--- src/sv/assert_macros.svh ---
// Assertion macros used by the top-level RTL file.
`ifndef ASSERT_MACROS_SVH
`define ASSERT_MACROS_SVH
`ifndef ASSERT_OFF
`define SDFE_ASSERT_IMP(lbl, clk, rst, a, c) \
   lbl: assert property (@(posedge clk) disable iff (rst) (a) |-> (c)) \
      else $error("implication check failed");
`define SDFE_ASSERT_NEXT(lbl, clk, rst, a, c) \
   lbl: assert property (@(posedge clk) disable iff (rst) (a) |=> (c)) \
      else $error("next-cycle check failed");
`define SDFE_ASSERT_ALWAYS(lbl, clk, a) \
   lbl: assert property (@(posedge clk) (a)) \
      else $error("invariant check failed");
`else
`define SDFE_ASSERT_IMP(lbl, clk, rst, a, c)
`define SDFE_ASSERT_NEXT(lbl, clk, rst, a, c)
`define SDFE_ASSERT_ALWAYS(lbl, clk, a)
`endif
`endif

--- src/sv/sdfe_pkg.sv ---
// Shared constants, types and mask functions of the snapshot delta encoder.
`default_nettype none
package sdfe_pkg;
   localparam int CONTROL_SLOTS    = 32;
   localparam int GRAPHICS_CARDS   = 64;
   localparam int BACKGROUND_CARDS = 240;
   localparam int SOUND_REGS       = 14;
   localparam int QUEUE_DEPTH      = 4;
   localparam int FRAME_BYTES      = 50;

   localparam logic [31:0] FRAME_HEADER = 32'h2A3A4A5A;
   localparam logic [13:0] MASK_FULL    = 14'h3FFF;
   localparam logic [13:0] MASK_BG_LOW  = 14'h39FF;

   localparam logic [2:0] KIND_CTRL  = 3'd0;
   localparam logic [2:0] KIND_GFX   = 3'd1;
   localparam logic [2:0] KIND_BG    = 3'd2;
   localparam logic [2:0] KIND_SND_A = 3'd3;
   localparam logic [2:0] KIND_SND_B = 3'd4;
   localparam logic [2:0] KIND_FRAME = 3'd5;

   localparam logic [1:0] ENT_ONE   = 2'd0;
   localparam logic [1:0] ENT_TWO   = 2'd1;
   localparam logic [1:0] ENT_EIGHT = 2'd2;
   localparam logic [1:0] ENT_FRAME = 2'd3;

   typedef struct packed {
      logic [1:0]  code;
      logic [63:0] data;
   } entry_type;

   typedef struct packed {
      logic [2*SOUND_REGS-1:0]    snd;
      logic [BACKGROUND_CARDS-1:0] bg;
      logic [GRAPHICS_CARDS-1:0]  gfx;
      logic [CONTROL_SLOTS-1:0]   ctrl;
   } snap_type;

   function automatic logic [13:0] control_mask(input logic [4:0] slot);
      logic [13:0] m;
      if (slot < 5'd8)       m = 14'h07FF;
      else if (slot < 5'd16) m = 14'h0FFF;
      else if (slot < 5'd24) m = 14'h3FFF;
      else if (slot < 5'd29) m = 14'h000F;
      else if (slot < 5'd31) m = 14'h0007;
      else                   m = 14'h0003;
      return m;
   endfunction

   function automatic logic [7:0] sound_mask(input logic [3:0] r);
      logic [7:0] m;
      case (r)
         4'd0, 4'd1, 4'd2, 4'd3, 4'd7: m = 8'hFF;
         4'd4, 4'd5, 4'd6, 4'd10:      m = 8'h0F;
         4'd8, 4'd11, 4'd12, 4'd13:    m = 8'h3F;
         4'd9:                         m = 8'h1F;
         default:                      m = 8'h00;
      endcase
      return m;
   endfunction
endpackage
`default_nettype wire

--- src/sv/sdfe_back.sv ---
// Back end: serializes queued requests into bytes through the output register.
`default_nettype none
module sdfe_back (
   input  wire logic                clock,
   input  wire logic                reset,
   input  wire sdfe_pkg::entry_type head,
   input  wire logic                empty,
   input  wire sdfe_pkg::snap_type  snapshot,
   output logic                     pop,
   output logic                     frame_done,
   output logic                     rsp_valid,
   input  wire logic                rsp_stall,
   output logic [7:0]               rsp_out_byte,
   output logic                     rsp_run_last,
   output logic                     rsp_frame_last
);
   logic [5:0]   idx_ff;
   logic         valid_ff, run_last_ff, frame_last_ff;
   logic [7:0]   byte_ff;
   logic [5:0]   last_idx;
   logic [399:0] fvec;
   logic [7:0]   cur_byte;
   logic         load, is_last, is_frame;

   always_comb begin
      fvec = {2'b00, snapshot.snd[27:14], 2'b00, snapshot.snd[13:0],
              snapshot.bg, snapshot.gfx, snapshot.ctrl, sdfe_pkg::FRAME_HEADER};
      is_frame = head.code == sdfe_pkg::ENT_FRAME;
      case (head.code)
         sdfe_pkg::ENT_ONE:   last_idx = 6'd0;
         sdfe_pkg::ENT_TWO:   last_idx = 6'd1;
         sdfe_pkg::ENT_EIGHT: last_idx = 6'd7;
         default:             last_idx = 6'(sdfe_pkg::FRAME_BYTES - 1);
      endcase
      cur_byte = is_frame ? fvec[{idx_ff, 3'b000} +: 8] : head.data[{idx_ff[2:0], 3'b000} +: 8];
      load    = !empty && (!valid_ff || !rsp_stall);
      is_last = idx_ff == last_idx;
   end

   assign pop        = load && is_last;
   assign frame_done = load && is_last && is_frame;

   always_ff @(posedge clock) begin
      if (load) begin
         byte_ff       <= cur_byte;
         run_last_ff   <= is_last;
         frame_last_ff <= is_last && is_frame;
      end
      if (reset) begin
         valid_ff <= 1'b0;
         idx_ff   <= '0;
      end else begin
         if (load)           valid_ff <= 1'b1;
         else if (!rsp_stall) valid_ff <= 1'b0;
         if (load) idx_ff <= is_last ? 6'd0 : idx_ff + 6'd1;
      end
   end

   assign rsp_valid      = valid_ff;
   assign rsp_out_byte   = byte_ff;
   assign rsp_run_last   = run_last_ff;
   assign rsp_frame_last = frame_last_ff;
endmodule
`default_nettype wire

--- config.mk ---
export PLATFORM = sky130hd
export DESIGN_NAME = sdfe_back
export DESIGN_NICKNAME = d
export VERILOG_FILES = /design/src/sv/assert_macros.svh /design/src/sv/sdfe_pkg.sv /design/src/sv/sdfe_back.sv
export SDC_FILE = /design/constraint.sdc
export NUM_CORES = 1
export LEC_CHECK = 0
export ABC_AREA = 1
export BUFFER_PORTS_ARGS = -buffer_cell sky130_fd_sc_hd__buf_4
export CAP_MARGIN = 25
export CORE_AREA = 2 2 176 178
export CTS_CLUSTER_SIZE = 20
export DETAILED_ROUTE_END_ITERATION = 10
export DIE_AREA = 0 0 178 180
export PLACE_DENSITY = 0.53
export REMOVE_ABC_BUFFERS = 1
export SYNTH_ARGS = -nofsm -noshare
export SYNTH_HDL_FRONTEND = slang
export SYNTH_SLANG_ARGS = --single-unit
--- constraint.sdc ---
create_clock -name clock -period 1.9 [get_ports clock]
set_input_delay 0.19 -clock clock [delete_from_list [all_inputs] [get_ports clock]]
set_output_delay 0.19 -clock clock [all_outputs]
set_load 0.005 [all_outputs]
# After elaboration in Yosys (flattened, before gate mapping)
# Index checks and enable logic that the tools add are counted.
dict set report classes {
  n_shift 2
  n_eq_ne 5
  mux 5
  n_reduce_logical 9
  addsub 1
}
# cell n
set ops {}
lappend ops {{400-bit by 10-bit variable part select with 8-bit output} 1}
lappend ops {{64-bit by 7-bit variable part select with 8-bit output} 1}
lappend ops {{6-bit one-hot mux with 3 select lines} 1}
lappend ops {{8-bit two-way mux} 1}
lappend ops {{6-bit by 1-bit adder with 6-bit output, second input constant} 1}
lappend ops {{6-bit == test} 1}
lappend ops {{6-bit two-way mux} 1}
lappend ops {{2-bit == test, second input constant} 2}
lappend ops {{1-bit logical AND} 4}
lappend ops {{1-bit zero test} 3}
lappend ops {{2-bit by 1-bit == test with 1-bit output, second input constant} 1}
lappend ops {{2-bit zero test} 1}
lappend ops {{1-bit two-way mux} 2}
lappend ops {{2-bit by 1-bit inequality test with 1-bit output, second input constant} 1}
lappend ops {{1-bit logical OR} 1}
dict set report totals {
  reg_bits 17
  out_inout_bits 13
  input_bits 434
  word_cells 27
}

# Longest topological paths before layout
dict set report depth {
  depth_word 5
  mapped_depth 16
  depth_no_buf 12
}

# Worst setup path after synthesis
# Ideal clock, no wire load.
dict set report synth_path {
  path_kind {register to register}
  from {register idx_ff[0]}
  to {register byte_ff[4] (netlist: rsp_out_byte[4]) (data pin)}
  t_required_ns 1.647
  stages_incl_launch_ff 17
  t_arrival_ns 1.739
  period_less_slack_ns 1.992
  n_path_buf 4
  setup_slack_ns -0.092
  setup_ns 0.253
  path_cell_list {dfxtp_1 > inv_2 > buf_4 > buf_4 > buf_6 > buf_2 > ha_1 > nor2_1 > nand2_1 > nand3_1 > nand2_1 > nand2_1 > nand3_1 > nand2_1 > nand2_1 > nand3_1 > nand2_1}
}
dict set report synth_via {
  elab_chain_len 2
  word_cells_on_any_way 3
  cone_classes {shift (2); mux (1)}
}
# element line_no
set synth_rtl {}
lappend synth_rtl {{start, declared} sdfe_back.sv:17} ;# logic [5:0] idx_ff;
lappend synth_rtl {{start signal, assigned} sdfe_back.sv:55} ;# if (load) idx_ff <= is_last ? 6'd0 : idx_ff + 6'd1;
lappend synth_rtl {{400-bit by 10-bit variable part select with 8-bit output / 64-bit by 7-bit variable part select with 8-bit output (equally long branches)} sdfe_back.sv:35} ;# cur_byte = is_frame ? fvec[{idx_ff, 3'b000} +: 8] : head.data[{idx_ff[2:0], 3'b000} +: 8];
lappend synth_rtl {{8-bit two-way mux *} sdfe_back.sv:35}
lappend synth_rtl {{named net cur_byte[4]} sdfe_back.sv:22} ;# logic [7:0] cur_byte;
lappend synth_rtl {{end signal, assigned} sdfe_back.sv:45} ;# byte_ff <= cur_byte;
lappend synth_rtl {{end, declared} sdfe_back.sv:19} ;# logic [7:0] byte_ff;
# Mark *: on every way through the listed nets, which the timed path passes. The rest lies on a longest branch.
# A chain may end at the register's enable or synchronous reset.

# Final worst setup path
dict set report layout_path {
  from {register idx_ff[0]}
  to {register byte_ff[7] (netlist: rsp_out_byte[7]) (data pin)}
}
# The elaborated chain is that of the path after synthesis.

==> impl_results.md <==
- # IOs: 447
- Multi-input logic area: between 4000 and 5000 um^2
- Fin util: 0.331
- Setup slack, reg-to-reg: -0.06 ns
- H-tree Lvls: 1
- Most frequent cell after synthesis: nand2_1
- Worst path required time: 1.92 ns
- Worst setup SP type: flop
- Setup-failing EPs final: 6
- Crit-path cells: buf_4 -> bufbuf_16 -> or2_2 -> o211ai_1 -> nand4_1 -> nand3_2 -> nand2_1 -> nand3_1 -> nand2_1
- First-pass GRT wire length: ~50000 um
- GRT overflow: 0
- Post-synthesis mux area share: 0
- DRT Pass-1 Iters: 4
- Status: complete, but fails checks
- Top cell type's share of synthesized area: 0.270
- All-Layer GR Usage: 0.204
- Synth cell types: 34
- Clk Tree Root Cell: clkbuf_16
- DIE WIDTH: 178 um
- DRC viols: 0
- FF/Latch Area: 450 um^2
- Share of layout cells above drive strength 1: 0.380
- Top cells by area, synth: nand2_1, nor2_1, o21ai_0, inv_1, nand3_1
- PortBufs: between 400 and 500
- Worst path slowest cell: dfxtp_4
- Async SR Flop Fraction: 0
- PwrDens: ~340 nW/um^2
- WL final: between 30000 and 40000 um
- CP endpoint kind: flop
- Area delta synth->final: 84.4%
- Setup slack after layout: -0.0588 ns
- Final Hold Slack: roughly 0.094 ns
- Place WS: -0.260 ns
- RSZ-0062 raised after global routing: yes
- Period utilization: 1.03
- Leak pwr: 5.36 nW
- Yosys reg bits: 17
- Crit-path max FO: 34
- Vias post-DR: 8833
- Failing checks: negative setup slack
- Yosys warning count: 0
- Buf/Inv on CP: 2
- Ys flop type: edfxtp_1
- Synth top cells by count: nand2_1, nor2_1, o21ai_0
- Achievable Freq: 511 MHz
- Most used cell, CP: nand2_1
- Slew HR: 0.689
- Cts bufs inserted: 3
- Crit Path Category: flop to flop
- Seq/Total Area, Yosys: 0.0814
- Slowest Stage Delay on Critical Path: a little over 0.4 ns
- Initial antenna violation count: 1
- Vias per cell: 4.45
- Post-synthesis simple-gate area fraction: 0.529
- Synthesized area per cell: 4.77 um^2
- Mapped Cells: 1134
- TNS Setup: -0.198 ns
- Largest net degree at the start of global routing: 38
- Routability Congestion: 0.896
- Hpwl dp: 28400 um
- Worst-path clk slew: 0.06 ns
- Initial Util: 0.179
- CP delay by family, top: simple AND/OR/NAND/NOR gates
- Full die area: 32000 um^2
- CTS tree: yes
- Final net count: 2028
- Peak supply drop: 0.177 mV
- Area after DPL: 9610 um^2
- Final Cell Area: ~10000 um^2
- Post-synthesis xor/xnor area fraction: 0.00485
- Routed Antenna Nets: 0
- Post-synth EDFFs: 10
- Chip height: 180 um
- Least-Margin Pin Slew: around 0.47 ns
- Min Tclk post-route: between 1.5 and 2 ns
- Avg WL per Cell: ~17 um
- CTS Sinks: 17
- Synth Area in Adders: 0.00693
- Fin. max-slew vios: 0
- Worst min-delay path class: input pin to flop
- Hold Vio Cnt, Final: 0
- Synthesized area: 5410 um^2
- Synth area leader: nand2_1
- Vias in the first global route: 9100
- Largest family of logic cells by synthesized area: simple AND/OR/NAND/NOR gates
- Max_cap viols: 0
- FILL cells: 3460
- Worst Path Arrival: 1.98 ns
- Compound-Gate Fraction of Synth Area: 0.220
- Clock insertion delay at the later pin of the skew report: 0.26 ns
- Violation count after the first detailed-routing iteration: about 320
- Core area: approximately 30000 um^2
- CTS Buffer Depth: 2
- Rows: 64
- Clk_skew: 0.00909 ns
[worst reg2reg max path: cells and delay by family (launching register included)]
family | cells | cell delay (ns)
AO/OA/AOI/OAI | 1 | 0.10
buffers and inverters | 2 | 0.49
flip-flops | 1 | 0.41
AND/OR/NAND/NOR | 6 | 0.73
[registers in the layout (all words and copies together), names as in the netlist]
register / count
rsp_run_last: 1
rsp_out_byte: 8
rsp_valid: 1
idx_ff: 6
rsp_frame_last: 1
[routing by layer]
metal  up-vias  share of wire  global-route usage  routed length, um
li1       4502              -                   -                  -
met1      3946           0.41               0.242              14000
met2       342           0.50               0.378              17300
met3        43          0.067              0.0283               2320
met4         0          0.024              0.0541                846
met5         -              0                   0                  0
[logic make-up after synthesis]
kind of cell,after synthesis
buffers and inverters,188
AND/OR/NAND/NOR,714
adder cells (fa/ha/maj),3
AO/OA/AOI/OAI,209
XOR/XNOR,3
flip-flops,17
[stage by stage]
stage / total power (W) / cells
after global placement: 0.00290 / 1972
after detailed placement: 0.00289 / 1972
final: 0.00344 / 1987
after CTS: 0.00344 / 1981
after global routing: 0.00373 / 1987
after floorplan: 0.00151 / 1052
[worst paths after layout]
| kind | startpoint | end | cells past startpoint |
|---|---|---|---|
| worst min register to register | rsp_valid$_SDFFE_PP0P_ | rsp_valid$_SDFFE_PP0P_ | 2 |
| worst min-delay path | reset | rsp_valid$_SDFFE_PP0P_ | 2 |
| worst max register to register | idx_ff[0]$_SDFFE_PP0P_ | rsp_out_byte[7]$_DFFE_PP_ | 9 |
| worst max-delay path | idx_ff[0]$_SDFFE_PP0P_ | rsp_out_byte[7]$_DFFE_PP_ | 9 |
[timing repair]
action	CTS	global route
pin swaps	4	1
buffers inserted	4	4
endpoints found under the setup margin	9	10
hold buffers	0	0
resized for setup	34	23
gates cloned	1	1
[report_power, final]
group	internal [W]	switching, W
Clock	0.000283	0.000175
Sequential	0.000428	0.0000303
Combinational	0.00130	0.00122
[layout make-up]
class	instances	area share
diodes	1	0.000251
clock buffers	3	0.00752
clock inverters	1	0.000501
inverters	106	0.0420
multi-input cells	929	0.424
flip-flops and latches	17	0.0451
well taps	396	0.0496
repair buffers	534	0.431
[placed cells by master (no fill, tap or decap), types with 3 or more instances in the layout]
master and n:
clkbuf_16 4, o21ai_1 37, buf_6 5, edfxtp_1 10, nand4_1 3, nand3_1 57
o21a_1 3, a21oi_1 15, nand3_2 6, o221ai_1 5, buf_12 15, o22ai_1 11
nor2_2 11, xor2_1 3, dfxtp_1 3, nand2_2 9, inv_1 101, buf_4 510
nor2_4 3, nor2_1 216, o21ai_0 94, or2_2 20, o211ai_1 36, inv_2 3
nand2_1 381, ha_1 3
(Power assumes the default switching activity.)
