[src/sv/assert_macros.svh]
// Assertion macros used by the top-level RTL file.
`ifndef ASSERT_MACROS_SVH
`define ASSERT_MACROS_SVH
`ifndef ASSERT_OFF
`define SDFE_ASSERT_IMP(lbl, clk, rst, a, c) \
   lbl: assert property (@(posedge clk) disable iff (rst) (a) |-> (c)) \
      else $error("implication check failed");
`define SDFE_ASSERT_NEXT(lbl, clk, rst, a, c) \
   lbl: assert property (@(posedge clk) disable iff (rst) (a) |=> (c)) \
      else $error("next-cycle check failed");
`define SDFE_ASSERT_ALWAYS(lbl, clk, a) \
   lbl: assert property (@(posedge clk) (a)) \
      else $error("invariant check failed");
`else
`define SDFE_ASSERT_IMP(lbl, clk, rst, a, c)
`define SDFE_ASSERT_NEXT(lbl, clk, rst, a, c)
`define SDFE_ASSERT_ALWAYS(lbl, clk, a)
`endif
`endif

[src/sv/sdfe_pkg.sv]
// Shared constants, types and mask functions of the snapshot delta encoder.
`default_nettype none
package sdfe_pkg;
   localparam int CONTROL_SLOTS    = 32;
   localparam int GRAPHICS_CARDS   = 64;
   localparam int BACKGROUND_CARDS = 240;
   localparam int SOUND_REGS       = 14;
   localparam int QUEUE_DEPTH      = 4;
   localparam int FRAME_BYTES      = 50;

   localparam logic [31:0] FRAME_HEADER = 32'h2A3A4A5A;
   localparam logic [13:0] MASK_FULL    = 14'h3FFF;
   localparam logic [13:0] MASK_BG_LOW  = 14'h39FF;

   localparam logic [2:0] KIND_CTRL  = 3'd0;
   localparam logic [2:0] KIND_GFX   = 3'd1;
   localparam logic [2:0] KIND_BG    = 3'd2;
   localparam logic [2:0] KIND_SND_A = 3'd3;
   localparam logic [2:0] KIND_SND_B = 3'd4;
   localparam logic [2:0] KIND_FRAME = 3'd5;

   localparam logic [1:0] ENT_ONE   = 2'd0;
   localparam logic [1:0] ENT_TWO   = 2'd1;
   localparam logic [1:0] ENT_EIGHT = 2'd2;
   localparam logic [1:0] ENT_FRAME = 2'd3;

   typedef struct packed {
      logic [1:0]  code;
      logic [63:0] data;
   } entry_type;

   typedef struct packed {
      logic [2*SOUND_REGS-1:0]    snd;
      logic [BACKGROUND_CARDS-1:0] bg;
      logic [GRAPHICS_CARDS-1:0]  gfx;
      logic [CONTROL_SLOTS-1:0]   ctrl;
   } snap_type;

   function automatic logic [13:0] control_mask(input logic [4:0] slot);
      logic [13:0] m;
      if (slot < 5'd8)       m = 14'h07FF;
      else if (slot < 5'd16) m = 14'h0FFF;
      else if (slot < 5'd24) m = 14'h3FFF;
      else if (slot < 5'd29) m = 14'h000F;
      else if (slot < 5'd31) m = 14'h0007;
      else                   m = 14'h0003;
      return m;
   endfunction

   function automatic logic [7:0] sound_mask(input logic [3:0] r);
      logic [7:0] m;
      case (r)
         4'd0, 4'd1, 4'd2, 4'd3, 4'd7: m = 8'hFF;
         4'd4, 4'd5, 4'd6, 4'd10:      m = 8'h0F;
         4'd8, 4'd11, 4'd12, 4'd13:    m = 8'h3F;
         4'd9:                         m = 8'h1F;
         default:                      m = 8'h00;
      endcase
      return m;
   endfunction
endpackage
`default_nettype wire

[src/sv/sdfe_queue.sv]
// Small FIFO of pending emit requests between front and back end.
`default_nettype none
module sdfe_queue #(
   parameter int QDEPTH = sdfe_pkg::QUEUE_DEPTH
) (
   input  wire logic                        clock,
   input  wire logic                        reset,
   input  wire logic                        push,
   input  wire sdfe_pkg::entry_type         din,
   input  wire logic                        pop,
   output sdfe_pkg::entry_type              head,
   output logic                             empty,
   output logic [$clog2(QDEPTH+1)-1:0]      count
);
   localparam int AW = $clog2(QDEPTH);

   sdfe_pkg::entry_type mem_ff [QDEPTH];
   logic [AW-1:0] wp_ff, rp_ff;
   logic [$clog2(QDEPTH+1)-1:0] count_ff;

   always_ff @(posedge clock) begin
      if (push) mem_ff[wp_ff] <= din;
      if (reset) begin
         wp_ff    <= '0;
         rp_ff    <= '0;
         count_ff <= '0;
      end else begin
         if (push) wp_ff <= (wp_ff == AW'(QDEPTH-1)) ? '0 : wp_ff + 1'b1;
         if (pop)  rp_ff <= (rp_ff == AW'(QDEPTH-1)) ? '0 : rp_ff + 1'b1;
         if (push && !pop)      count_ff <= count_ff + 1'b1;
         else if (pop && !push) count_ff <= count_ff - 1'b1;
      end
   end

   assign head  = mem_ff[rp_ff];
   assign empty = (count_ff == '0);
   assign count = count_ff;
endmodule
`default_nettype wire

[config.mk]
export PLATFORM = sky130hd
export DESIGN_NAME = sdfe_queue
export DESIGN_NICKNAME = d
export VERILOG_FILES = /design/src/sv/assert_macros.svh /design/src/sv/sdfe_pkg.sv /design/src/sv/sdfe_queue.sv
export SDC_FILE = /design/constraint.sdc
export NUM_CORES = 1
export LEC_CHECK = 0
export ABC_CLOCK_PERIOD_IN_PS = 3200
export BUFFER_PORTS_ARGS = -buffer_cell sky130_fd_sc_hd__buf_2
export CORE_MARGIN = 4
export CORE_UTILIZATION = 57
export CTS_CLUSTER_SIZE = 25
export DETAILED_ROUTE_END_ITERATION = 16
export GPL_TIMING_DRIVEN = 0
export PLACE_DENSITY = 0.79
export RECOVER_POWER = 25
export SYNTH_ARGS = -nofsm -noshare
export SYNTH_HDL_FRONTEND = slang
export SYNTH_SLANG_ARGS = --single-unit
[constraint.sdc]
create_clock -name clock -period 3.2 [get_ports clock]
set_input_delay 0.32 -clock clock [delete_from_list [all_inputs] [get_ports clock]]
set_output_delay 0.32 -clock clock [all_outputs]
set_load 0.01 [all_outputs]
# ---- Word-level counts from Yosys, hierarchy flattened
# Memories as Yosys holds them, arrays and structs flattened. A register that Yosys moved wholly into a read port is not among the register bits.
# Index checks and enable logic that the tools add are counted.
dict set report word_totals {
  word_cells 24
  ramBits 264
  n_memories 1
  regBits 7
  output_inout_bits 70
}
# memory words width read_ports rd_ports_with_merged_regs write_ports line_no
set memory_table {}
lappend memory_table {mem_ff 4 66 1 1 1 sdfe_queue.sv:17} ;# sdfe_pkg::entry_type mem_ff [QDEPTH];
dict set report classes {
  n_reduce_logical 6
  n_mux 8
  add_sub_neg 4
  eq_ne 2
}
# cell n
set ops {}
lappend ops {{two-way mux 2 bit} 4}
lappend ops {{two-way mux 3 bit} 2}
lappend ops {{adder 2 x 1 -> 2 bit (second input constant)} 2}
lappend ops {{equality test 2 bit (second input constant)} 2}
lappend ops {{adder 3 x 1 -> 3 bit (second input constant)} 1}
lappend ops {{logical NOT 3 bit} 1}
lappend ops {{subtractor 3 x 1 -> 3 bit (second input constant)} 1}
lappend ops {{logical AND 1 bit} 2}
lappend ops {{logical NOT 1 bit} 2}
lappend ops {{two-way mux 1 bit} 2}
lappend ops {{nonzero test 2 bit} 1}

# ---- Longest topological paths before layout
# Gate-level depths: netlist (run 1).
dict set report depth {
  ltp_word 4
  depth_mapped 7
  depth_no_buf 7
}

# ---- Worst setup path after synthesis (run 1)
# OpenSTA, ideal clock, no wires.
dict set report synth_path {
  kind {reg2reg}
  start {reg wp_ff[0]}
  end {mem mem_ff[3][0] (netlist bit) (enable)}
  t_required_ns 2.769
  t_arrival_ns 2.099
  setup_ns 0.431
  path_slack_ns 0.671
  stages_incl_launch_ff 3
  cell_sequence {dfxtp_1 ha_1 and2_1}
}
# element line_no
set synth_rtl {}
lappend synth_rtl {{from (decl)} sdfe_queue.sv:18} ;# logic [AW-1:0] wp_ff, rp_ff;
lappend synth_rtl {{from (signal assigned)} sdfe_queue.sv:28} ;# if (push) wp_ff <= (wp_ff == AW'(QDEPTH-1)) ? '0 : wp_ff + 1'b1;
lappend synth_rtl {{to (decl)} sdfe_queue.sv:17}
# No word-level cell before the write port.

==> results.md, run 1 <==
- Sum Neg Setup Slack: 0 ns
- Final min period: 2.33 ns
- Count of yosys warnings during synthesis: 0
- Final Hold Fails: 0
- Synthesized instance count: between 300 and 400
- Post-CTS Setup Repair Bufs: 0
- Largest net degree at the start of global routing: 57
- Syn nets: 464
- RR Endpoint: mem_ff[1][36]
- Seq cells post-synth: ~270
- Fin crit share: approximately 73%
- Detail Placement HPWL: between 10 and 15 mm
- Gr ovfl total: 0
- CTS Buffer Depth: 3
- # resized after CTS: 0
- Power density over the cells: roughly 660 mW/mm2
- Final setup vio count: 0
- P_leak: 3.98 nW
- Wire length of the first global-routing pass: between 20 and 30 mm
- Hold depth: 1
- Top-Level Pins: 140
- Critical Path AT: approximately 2.0 ns
- Vias in the first global route: 4845
- # hold bufs at CTS: 0
- Pins over their slew limit: 0
- Final Total Pwr: 7.86 mW
- Initial antenna violation count: 0
- Global placement routability congestion: 0.713
- Unrepaired setup endpoints after global routing: no
- Hold_ws: 0.0333 ns
- CP required: 2.88 ns
- Mapped cell area: 0.00995 mm2
- Crit. End Element: primary output
- PortBufs: 139
- CTS tree: yes
- Hold Startpoint: din[28]
- End of the worst hold path: mem_ff[3][28]
- Ant diodes: 0
- Post-Route Skew: 0.00952 ns
- DIE AREA: 0.0196 mm2
- Routed vias/inst: 5.59
- Clk root buf: clkbuf_16
- DRT Pass-1 Iters: 4
- Post-route DRC violation count: 0
- H-tree levels: 1
- Die width: about 140 um
- Core Area: 0.0172 mm2
- Startpoint Class: register
- Synth top area cells: edfxtp_1 80%, mux4_2 15%, dfxtp_1 1.8%, ha_1 0.75%, buf_6 0.57%
- Initial Utilization: between 50% and 60%
- Rows: 48
- Synth-to-Final Area Change: 19.3%
- Outcome: finished, final reports clean
- Worst reg2reg path depth: 3
- Clock-pin slew on the worst setup and hold paths: 0.06 ns
- Chip Height: roughly 140 um
- Max frequency: 429 MHz
- Nets: 636
- R2r setup slk: 1.42 ns
- Drt wl/cell: 21.1 um
- Sequential-to-total area share from yosys stat: 81.5%
- Worst Hold Class: in -> reg
- Share of cells above drive strength 1: 37.8%
- # Max-Cap Violations: 0
- Peak VDD IR: about 0.00045 V
- GRT Overall Usage: 17.6%
- Largest area contributor in the netlist: edfxtp_1
- Via count: 4492
- R2R Path Start: wp_ff[0]
- Clock Latency Late Sink: 0.50 ns
- Yosys cell types: 19
- Yosys top cell area share: 79.7%
- Starting DRC count in detailed routing: 252
- Crit-path max FO: 10
- Post-DRT Antenna Nets: 0
- Measured slew at the worst slew-check pin: 0.673 ns
- TritonCTS buffer count: 27
- Clock sinks: 273
- Kind of critical path: reg -> out
- Slew HR: 55.1%
- Mean Syn Cell Area: around 26 um2
- Detailed Route WL: 16.9 mm
worst max-delay path by stage:
stage / endpoint / cells past startpoint / startpoint / slack (ns)
2_1_floorplan: mem_ff[3][0] / 2 / wp_ff[0] / 0.67
5_1_grt: head[39] / 4 / register / 0.76
6_report: head[39] / 4 / register / 0.87
4_1_cts: head[39] / 4 / register / 0.81
3_3_place_gp: mem_ff[0][34] / 3 / wp_ff[0] / -0.48
3_5_place_dp: count[2] / 7 / push / 1.36
cell families after synthesis:
logic type / synth area share (%)
adders and majority gates: 0.956
buffers and inverters: 1.19
muxes: 15.3
DFF: 81.5
and+or+nand+nor: 0.704
AOI/OAI and AO/OA: 0.151
xor gates and xnor gates: 0.176
power breakdown:
group / total, mW / internal [mW] / leakage (nW) / switching, mW
clock: 3.05 / 1.86 / 0.431 / 1.18
sequential: 4.14 / 4.09 / 2.50 / 0.0437
combinational: 0.675 / 0.313 / 1.05 / 0.362
total: 7.86 / 6.27 / 3.98 / 1.59
synth_stat cells (all sizes together):
cell	count
fa	1
nor3b	1
edfxtp	264
nor2	7
ha	6
buf	12
or3	1
inv	4
o21ai	1
and2	4
a21oi	2
clkbuf	2
mux2i	4
xor2	2
mux4	66
nor3	1
dfxtp	9
flip-flops by register name, indices dropped and copies added (netlist names), named ones only:
register	flops
mem_ff	264
rp_ff	2
count	3
wp_ff	2
cell type report:
class | instances | area (um2)
multi-input combinational | 96 | 1730
tap | 225 | 282
inverter | 4 | 15.0
timing repair buffer | 143 | 751
fill | 1107 | 5310
clock inverter | 11 | 130
clock buffer | 38 | 747
sequential | 273 | 8110
buffer | 14 | 104
layer usage:
metal	share of wire (%)	GRT usage (%)	vias up
met5	0	0	-
met4	1.7	4.28	0
met3	6.4	3.55	28
met2	51	29.4	153
met1	41	24.3	2310
li1	-	-	2001
worst max-delay path: stages, from the launching register on:
cell     delay [ns]
dfxtp_1        0.38
buf_6          0.21
buf_6          0.21
mux4_2         0.54
buf_2          0.16
placed cells by master, fill, tap and decap left out, drive strengths merged:
cell type,Yosys,final
a21oi,2,2
and2,4,4
buf,12,111
bufinv,0,3
clkbuf,2,84
clkinv,0,7
dfxtp,9,9
edfxtp,264,264
fa,1,1
ha,6,6
inv,4,5
mux2i,4,4
mux4,66,66
nor2,7,7
nor3,1,1
nor3b,1,1
o21ai,1,1
or3,1,1
xor2,2,2
through the flow:
stage / util, % / cell area [um2] / cells / setup WS [ns]
finish: 69.1 / 11900 / 804 / 0.869
global route: 69.1 / 11900 / 804 / 0.763
CTS: 69.4 / 11900 / 804 / 0.814
detailed placement: 64.3 / 11000 / 755 / 1.36
global placement: 63.6 / 10900 / 751 / -0.478
floorplan: - / 9950 / 387 / 0.671
Power figures use the tool's default switching activity.
==> inputs of run 2 (changes only) <==
- ABC_CLOCK_PERIOD_IN_PS: 3200 -> 1900
- CORE_UTILIZATION: 57 -> 51
- PLACE_DENSITY: 0.79 -> 0.75
- clock period: 3.2 -> 1.9 ns (I/O delays scaled with it)
==> run 2 against run 1 <==
  * The flow now finishes with violations (setup timing)
  * Via count increased by 7.9%
  * Critical path depth unchanged
  * Core utilization decreased by 0.82 points
  * Clock power increased by 63%
  * Critical endpoint is now head[32]
  * Largest cell class unchanged
==> results.md, run 2 (synthesis gave the netlist of run 1 again) <==
- Post-Route Skew: 0.00768 ns (-0.00183 ns)
- GRT Overall Usage: 17.5% (-0.085 points)
- TritonCTS buffer count: 28 (+3.7%)
- Routed vias/inst: 5.29 (-5.4%)
- Initial antenna violation count: 1 (+1)
- Kind of critical path: reg -> out
- Crit-path max cell delay: 0.52 ns (-0.02 ns)
- Pins over their slew limit: 0 (unchanged)
- Post-DRT Antenna Nets: 0 (unchanged)
- Core Area: 0.0190 mm2 (+10%)
- CTS Buffer Depth: 3 (unchanged)
- Slew HR: 65.5% (+10 points)
- Measured slew at the worst slew-check pin: 0.517 ns (-0.155 ns)
- Largest register FFs: 264 (unchanged)
- Sequential Area: 0.00811 mm2 (about the same)
- Outcome: finished, violations left
- Routed met1 length: 7.52 mm (+8.4%)
- CP required: 1.71 ns (-1.17 ns)
- Critical Path AT: 1.88 ns (-0.13 ns)
- PortBufs: 139 (unchanged)
- Slowest CP cell: mux4_2
- Fillers: 1213 (+9.6%)
- DIE AREA: 0.0218 mm2 (+11%)
- DR WL met3: 1.10 mm (+2.1%)
- Share of cells above drive strength 1: 35.8% (-2.0 points)
- CTS tree: yes
- Worst reg2reg path depth: 4 (+1)
- Synth-to-Final Area Change: 30.1%
- Clock Latency Late Sink: 0.52 ns (+0.02 ns)
- Post-route DRC violation count: 0 (unchanged)
- Failing checks: setup timing
- Worst Hold Class: in -> reg
- Clock sinks: 273 (unchanged)
- Vias in the first global route: 5378 (+11%)
- Crit. End Element: primary output
- Most common cell on crit path: buf_12
- Nets: 711 (+12%)
- Fin worst setup slack: -0.173 ns (-1.04 ns)
- Wire length of the first global-routing pass: 29.6 mm (+10%)
- Commonest non-fill, non-tap cell in the layout: edfxtp_1
- Most frequent cells in the layout: 264 x edfxtp_1, 71 x buf_2, 67 x dlygate4sd3_1, 66 x mux4_2, 50 x clkbuf_1
- Final Total Pwr: 13.4 mW (+70%)
- Clock-pin slew on the worst setup and hold paths: 0.06 ns (about the same)
- Unrepaired setup endpoints after global routing: yes
- Peak VDD IR: 0.000778 V (+74%)
- Top-Level Pins: 140 (unchanged)
- Startpoint Class: register
- Fin crit share: 109%
- Placed insts: 790 (+4.6%)
- Final setup vio count: 64 (+64)
- Final min period: 2.07 ns
- Initial Utilization: 52.5% (-5.4 points)
- Register name with the most flops: mem_ff
- Power density over the cells: 1030 mW/mm2 (+56%)
- Starting DRC count in detailed routing: 224 (-11%)
- Non-filler cells in the finished layout: 917 (+14%)
- Multi-input logic area: 0.00173 mm2 (unchanged)
- Drt wl/cell: 20.8 um (-1.3%)
- Detail Placement HPWL: 10.6 mm (-0.56%)
- Detailed Route WL: 19.1 mm (+13%)
- Rows: 50 (+4.2%)
- Clk root buf: clkbuf_16
- P_leak: 4.40 nW (+11%)
- Final Hold Fails: 0 (unchanged)
- Global placement routability congestion: 0.716 (+0.49%)
- Crit-path max FO: 10 (unchanged)
- H-tree levels: 1 (unchanged)
- Highest metal used: met4
- Largest net degree at the start of global routing: 57 (unchanged)
- Via count: 4848 (+7.9%)
- Met2 wire len: 10.1 mm (+17%)
- Die width: 148 um (+5.4%)
- Hold depth: 3 (+2)
- Chip Height: 148 um (+5.4%)
- DRT Pass-1 Iters: 5 (+1)
- # Max-Cap Violations: 0 (unchanged)
- Crit-path cells: buf_12 > buf_12 > mux4_2 > buf_2
- Gr ovfl total: 0 (unchanged)
- Max frequency: 482 MHz
## run 2: changes by cell type in the layout (fill, tap and decap cells not counted), sizes merged
cell         before  now
dlygate4sd3       0   67
buf             111  124
bufinv            3    0
clkbuf           84   85
clkinv            7    6
clkinvlp          0    1
diode             0    1
inv               5    4
## run 2: cell type report
class                      instances  share of cell area [%]
antenna                            1                  0.0193
buffer                            14                    1.38
clock buffer                      45                    6.30
clock inverter                     7                   0.271
inverter                           4                   0.116
multi-input combinational         96                    13.4
sequential                       273                    62.7
tap                              260                    2.51
timing repair buffer             217                    13.3
## run 2: power by group
| group | leakage [nW] | switching (mW) | internal, mW | total [mW] |
|---|---|---|---|---|
| Clock | 0.413 | 2.06 | 2.92 | 4.98 |
| Combinational | 1.49 | 0.676 | 0.770 | 1.45 |
| Sequential | 2.50 | 0.0777 | 6.89 | 6.97 |
| Total | 4.40 | 2.81 | 10.6 | 13.4 |
## run 2: worst paths after layout
path,startpoint,endpoint,slack [ns]
setup / recovery,register,head[32],-0.17
hold / removal,pop,rp_ff[1],0.05
setup reg to reg,wp_ff[0],mem_ff[0][61],0.15
hold reg to reg,count[2],count[2],0.51
## run 2: per-layer routing
metal  vias to the layer above  track usage [%]
met3                        32             3.28
met4                         0             3.96
met2                       174             30.5
met1                      2492             23.2
li1                       2150                -
met5                         -                0
## run 2: what timing repair did
item | in CTS | in global routing
gates resized for setup | 43 | 18
hold buffers | 67 | 0
gates cloned | 2 | 1
endpoints found under the setup margin | 66 | 66
setup buffers | 5 | 0
endpoints found under the hold margin | 273 | 0
## run 2: stage by stage
step	TNS [ns]	instance area, um2	hold slack (ns)	util (%)	setup WS [ns]
2_1_floorplan	0	9960	0.259	-	0.0856
3_3_place_gp	-143.24	11000	0.399	57.9	-0.566
6_report	-8.87	12900	0.0455	68.3	-0.173
4_1_cts	-11.61	12900	0.0125	68.0	-0.217
5_1_grt	-14.46	12900	0.0677	68.3	-0.261
3_5_place_dp	0	11100	0.406	58.5	0.111
## run 2: worst max-delay path, delay by kind of cell, from the launching register on
kind,cells,cell delay (ns)
buffers and inverters,3,0.46
flip-flops,1,0.38
multiplexers,1,0.52
==> inputs of run 3 (changes only) <==
- CELL_PAD_IN_SITES_DETAIL_PLACEMENT: not set -> 1
- CELL_PAD_IN_SITES_GLOBAL_PLACEMENT: not set -> 1
- CORE_UTILIZATION: 51 -> 45
- PLACE_DENSITY: 0.75 -> not set
- PLACE_DENSITY_LB_ADDON: not set -> 0.1
==> run 3 against run 2 <==
  * Worst setup slack improved by 0.024 ns
  * The flow still finishes with violations (setup timing)
  * Clock power rose by 2%
  * Critical path type unchanged
  * Combinational power barely moved
  * Clock skew rose by 0.0019 ns
  * Register-to-register slack barely moved
  * Global-route usage fell by 1.1 points
  * Highest routed layer unchanged
  * Cell count rose by 1.4%
  * Via count fell by 0.41%
==> results.md, run 3 (synthesis gave the netlist of run 1 again) <==
- Outcome: finished, violations left
- Failing checks: setup timing
- CP required: 1.71 ns (about the same)
- Area after DPL: 0.0111 mm2 (+0.29%)
- Rows: 54 (+8.0%)
- Unrepaired setup endpoints after global routing: yes
- Final Hold Fails: 0 (unchanged)
- Ant diodes: 0 (-1)
- CTS Buffer Depth: 3 (unchanged)
- Gr ovfl total: 0 (unchanged)
- Most common cell on crit path: buf_12
- Crit-path max FO: 10 (unchanged)
- Pins over their slew limit: 0 (unchanged)
- Clock Latency Late Sink: 0.52 ns (about the same)
- Worst reg2reg path depth: 3 (-1)
- Global placement routability congestion: 0.710 (-0.87%)
- Hold_ws: 0.0251 ns (-0.0204 ns)
- TritonCTS buffer count: 28 (unchanged)
- Chip Height: 157 um (+6.1%)
- Crit-path max cell delay: 0.54 ns (+0.02 ns)
- DIE AREA: 0.0246 mm2 (+13%)
- Clk root buf: clkbuf_16
- Detailed Route WL: 19.5 mm (+2.4%)
- Final min period: 2.05 ns (-0.0245 ns)
- Register name with the most flops: mem_ff
- DRT Pass-1 Iters: 4 (-1)
- Starting DRC count in detailed routing: 231 (+3.1%)
- Post-Route Skew: 0.00961 ns (+0.00192 ns)
- Non-filler cells in the finished layout: 930 (+1.4%)
- Drt wl/cell: 21.0 um (+0.95%)
- RR Endpoint: mem_ff[3][35]
- Max frequency: 488 MHz (+1.2%)
- Largest net degree at the start of global routing: 38 (-33%)
- Final Total Pwr: 13.5 mW (+0.76%)
- # Max-Cap Violations: 0 (unchanged)
- Commonest non-fill, non-tap cell in the layout: edfxtp_1
- Measured slew at the worst slew-check pin: 0.551 ns (+0.0337 ns)
- R2r setup slk: 0.16 ns (about the same)
- Placed insts: 810 (+2.5%)
- Share of cells above drive strength 1: 35.8% (about the same)
- Buffers & Inverters on Critical Path: 3 (unchanged)
- P_leak: 4.40 nW (about the same)
- Finished Core Util: 59.6% (-8.7 points)
- Largest register FFs: 264 (unchanged)
- Slew HR: 63.3% (-2.2 points)
- Clock-pin slew on the worst setup and hold paths: 0.05 ns (about the same)
- Detail Placement HPWL: 11.6 mm (+9.0%)
- Top-Level Pins: 140 (unchanged)
- Core Area: 0.0218 mm2 (+15%)
- Peak VDD IR: 0.000725 V (-6.8%)
- CTS tree: yes
- GRT Overall Usage: 16.4% (-1.1 points)
- Clock sinks: 273 (unchanged)
- Crit path depth: 4 (unchanged)
- Most frequent cells in the layout: 264 x edfxtp_1, 67 x dlygate4sd3_1, 66 x mux4_2, 66 x buf_2, 42 x clkbuf_1
- Kind of critical path: reg -> out
- Fillers: 1828 (+51%)
- Crit-path cells: buf_12 > buf_12 > mux4_2 > buf_6
- Slowest CP cell: mux4_2
- Startpoint Class: register
- Design Area, Final: 0.0130 mm2 (+0.11%)
- Final setup vio count: 66 (+3.1%)
- Via count: 4828 (-0.41%)
- H-tree levels: 1 (unchanged)
- Crit. End Element: primary output
- Fin worst setup slack: -0.149 ns (+0.0245 ns)
- Vias in the first global route: 5535 (+2.9%)
- Critical Path AT: 1.86 ns (-0.02 ns)
- CP delay by family, top: multiplexers
- R2R Path Start: wp_ff[1]
- Initial Utilization: 45.7% (-6.8 points)
- Wire length of the first global-routing pass: 31.1 mm (+4.9%)
- Routed vias/inst: 5.19 (-1.8%)
- Synth-to-Final Area Change: 30.2%
- Power density over the cells: 1040 mW/mm2 (+0.66%)
- Post-route DRC violation count: 0 (unchanged)
- Post-DRT Antenna Nets: 0 (unchanged)
- Fin crit share: 108% (-1.3 points)
- PortBufs: 139 (unchanged)
- Nets: 710 (-0.14%)
- Die width: 157 um (+6.1%)
- Crit path to: head[48]
- Worst Hold Class: in -> reg
- Initial antenna violation count: 0 (-1)
run 3: cell types whose count changed in the layout (fill, tap and decap cells not counted), sizes merged:
| cell | delta |
|---|---|
| clkbuf | -12 |
| clkinv | +5 |
| bufinv | +2 |
| clkinvlp | -1 |
| diode | -1 |
run 3: stage by stage:
step                      setup TNS, ns  setup WS [ns]
after floorplan                       0         0.0856
after global placement          -159.96         -0.622
after detailed placement              0          0.133
after CTS                        -10.15         -0.206
after global routing             -13.12         -0.242
final                             -7.50         -0.149
run 3: cell type report:
type	instances	area [um2]	area share, %
timing repair buffer	216	1720	13.3
buffer	14	175	1.35
tap	280	350	2.70
clock buffer	34	744	5.74
multi-input combinational	96	1730	13.4
clock inverter	13	108	0.830
inverter	4	15.0	0.116
sequential	273	8110	62.6
run 3: worst min-delay path by stage:
stage | startpoint | end | slack (ns) | cells after the start
6_report | pop | register | 0.03 | 3
5_1_grt | pop | register | 0.05 | 3
3_3_place_gp | din[57] | mem_ff[3][57] | 0.40 | 1
2_1_floorplan | reset | count[2] | 0.26 | 1
3_5_place_dp | din[25] | mem_ff[3][25] | 0.41 | 1
4_1_cts | pop | register | 0.006 | 3
run 3: metal layers:
layer / GRT usage (%) / up-vias / part of all wire [%]
li1: - / 2149 / -
met1: 21.0 / 2532 / 40
met2: 29.3 / 125 / 53
met3: 3.40 / 22 / 5.4
met4: 3.35 / 0 / 1.3
met5: 0 / - / 0
run 3: worst reg2reg max path, delay by kind of cell (launching register included):
family / cells / cell delay [ns]
adder cells (fa/ha/maj): 1 / 0.20
buffers and inverters: 1 / 0.31
flip-flops: 1 / 0.40
AND/OR/NAND/NOR: 1 / 0.50
run 3: what timing repair did:
| action | CTS | global route |
|---|---|---|
| gates resized for setup | 43 | 20 |
| endpoints found under the setup margin | 66 | 66 |
| hold endpoints to repair | 273 | 0 |
| cloned | 1 | 0 |
| hold buffers | 67 | 0 |
| setup buffers | 3 | 2 |
run 3: power breakdown:
group,internal [mW],switching (mW),total [mW],leakage [nW]
Combinational,0.776,0.688,1.46,1.48
Sequential,6.89,0.0738,6.97,2.50
Clock,3.02,2.05,5.07,0.420
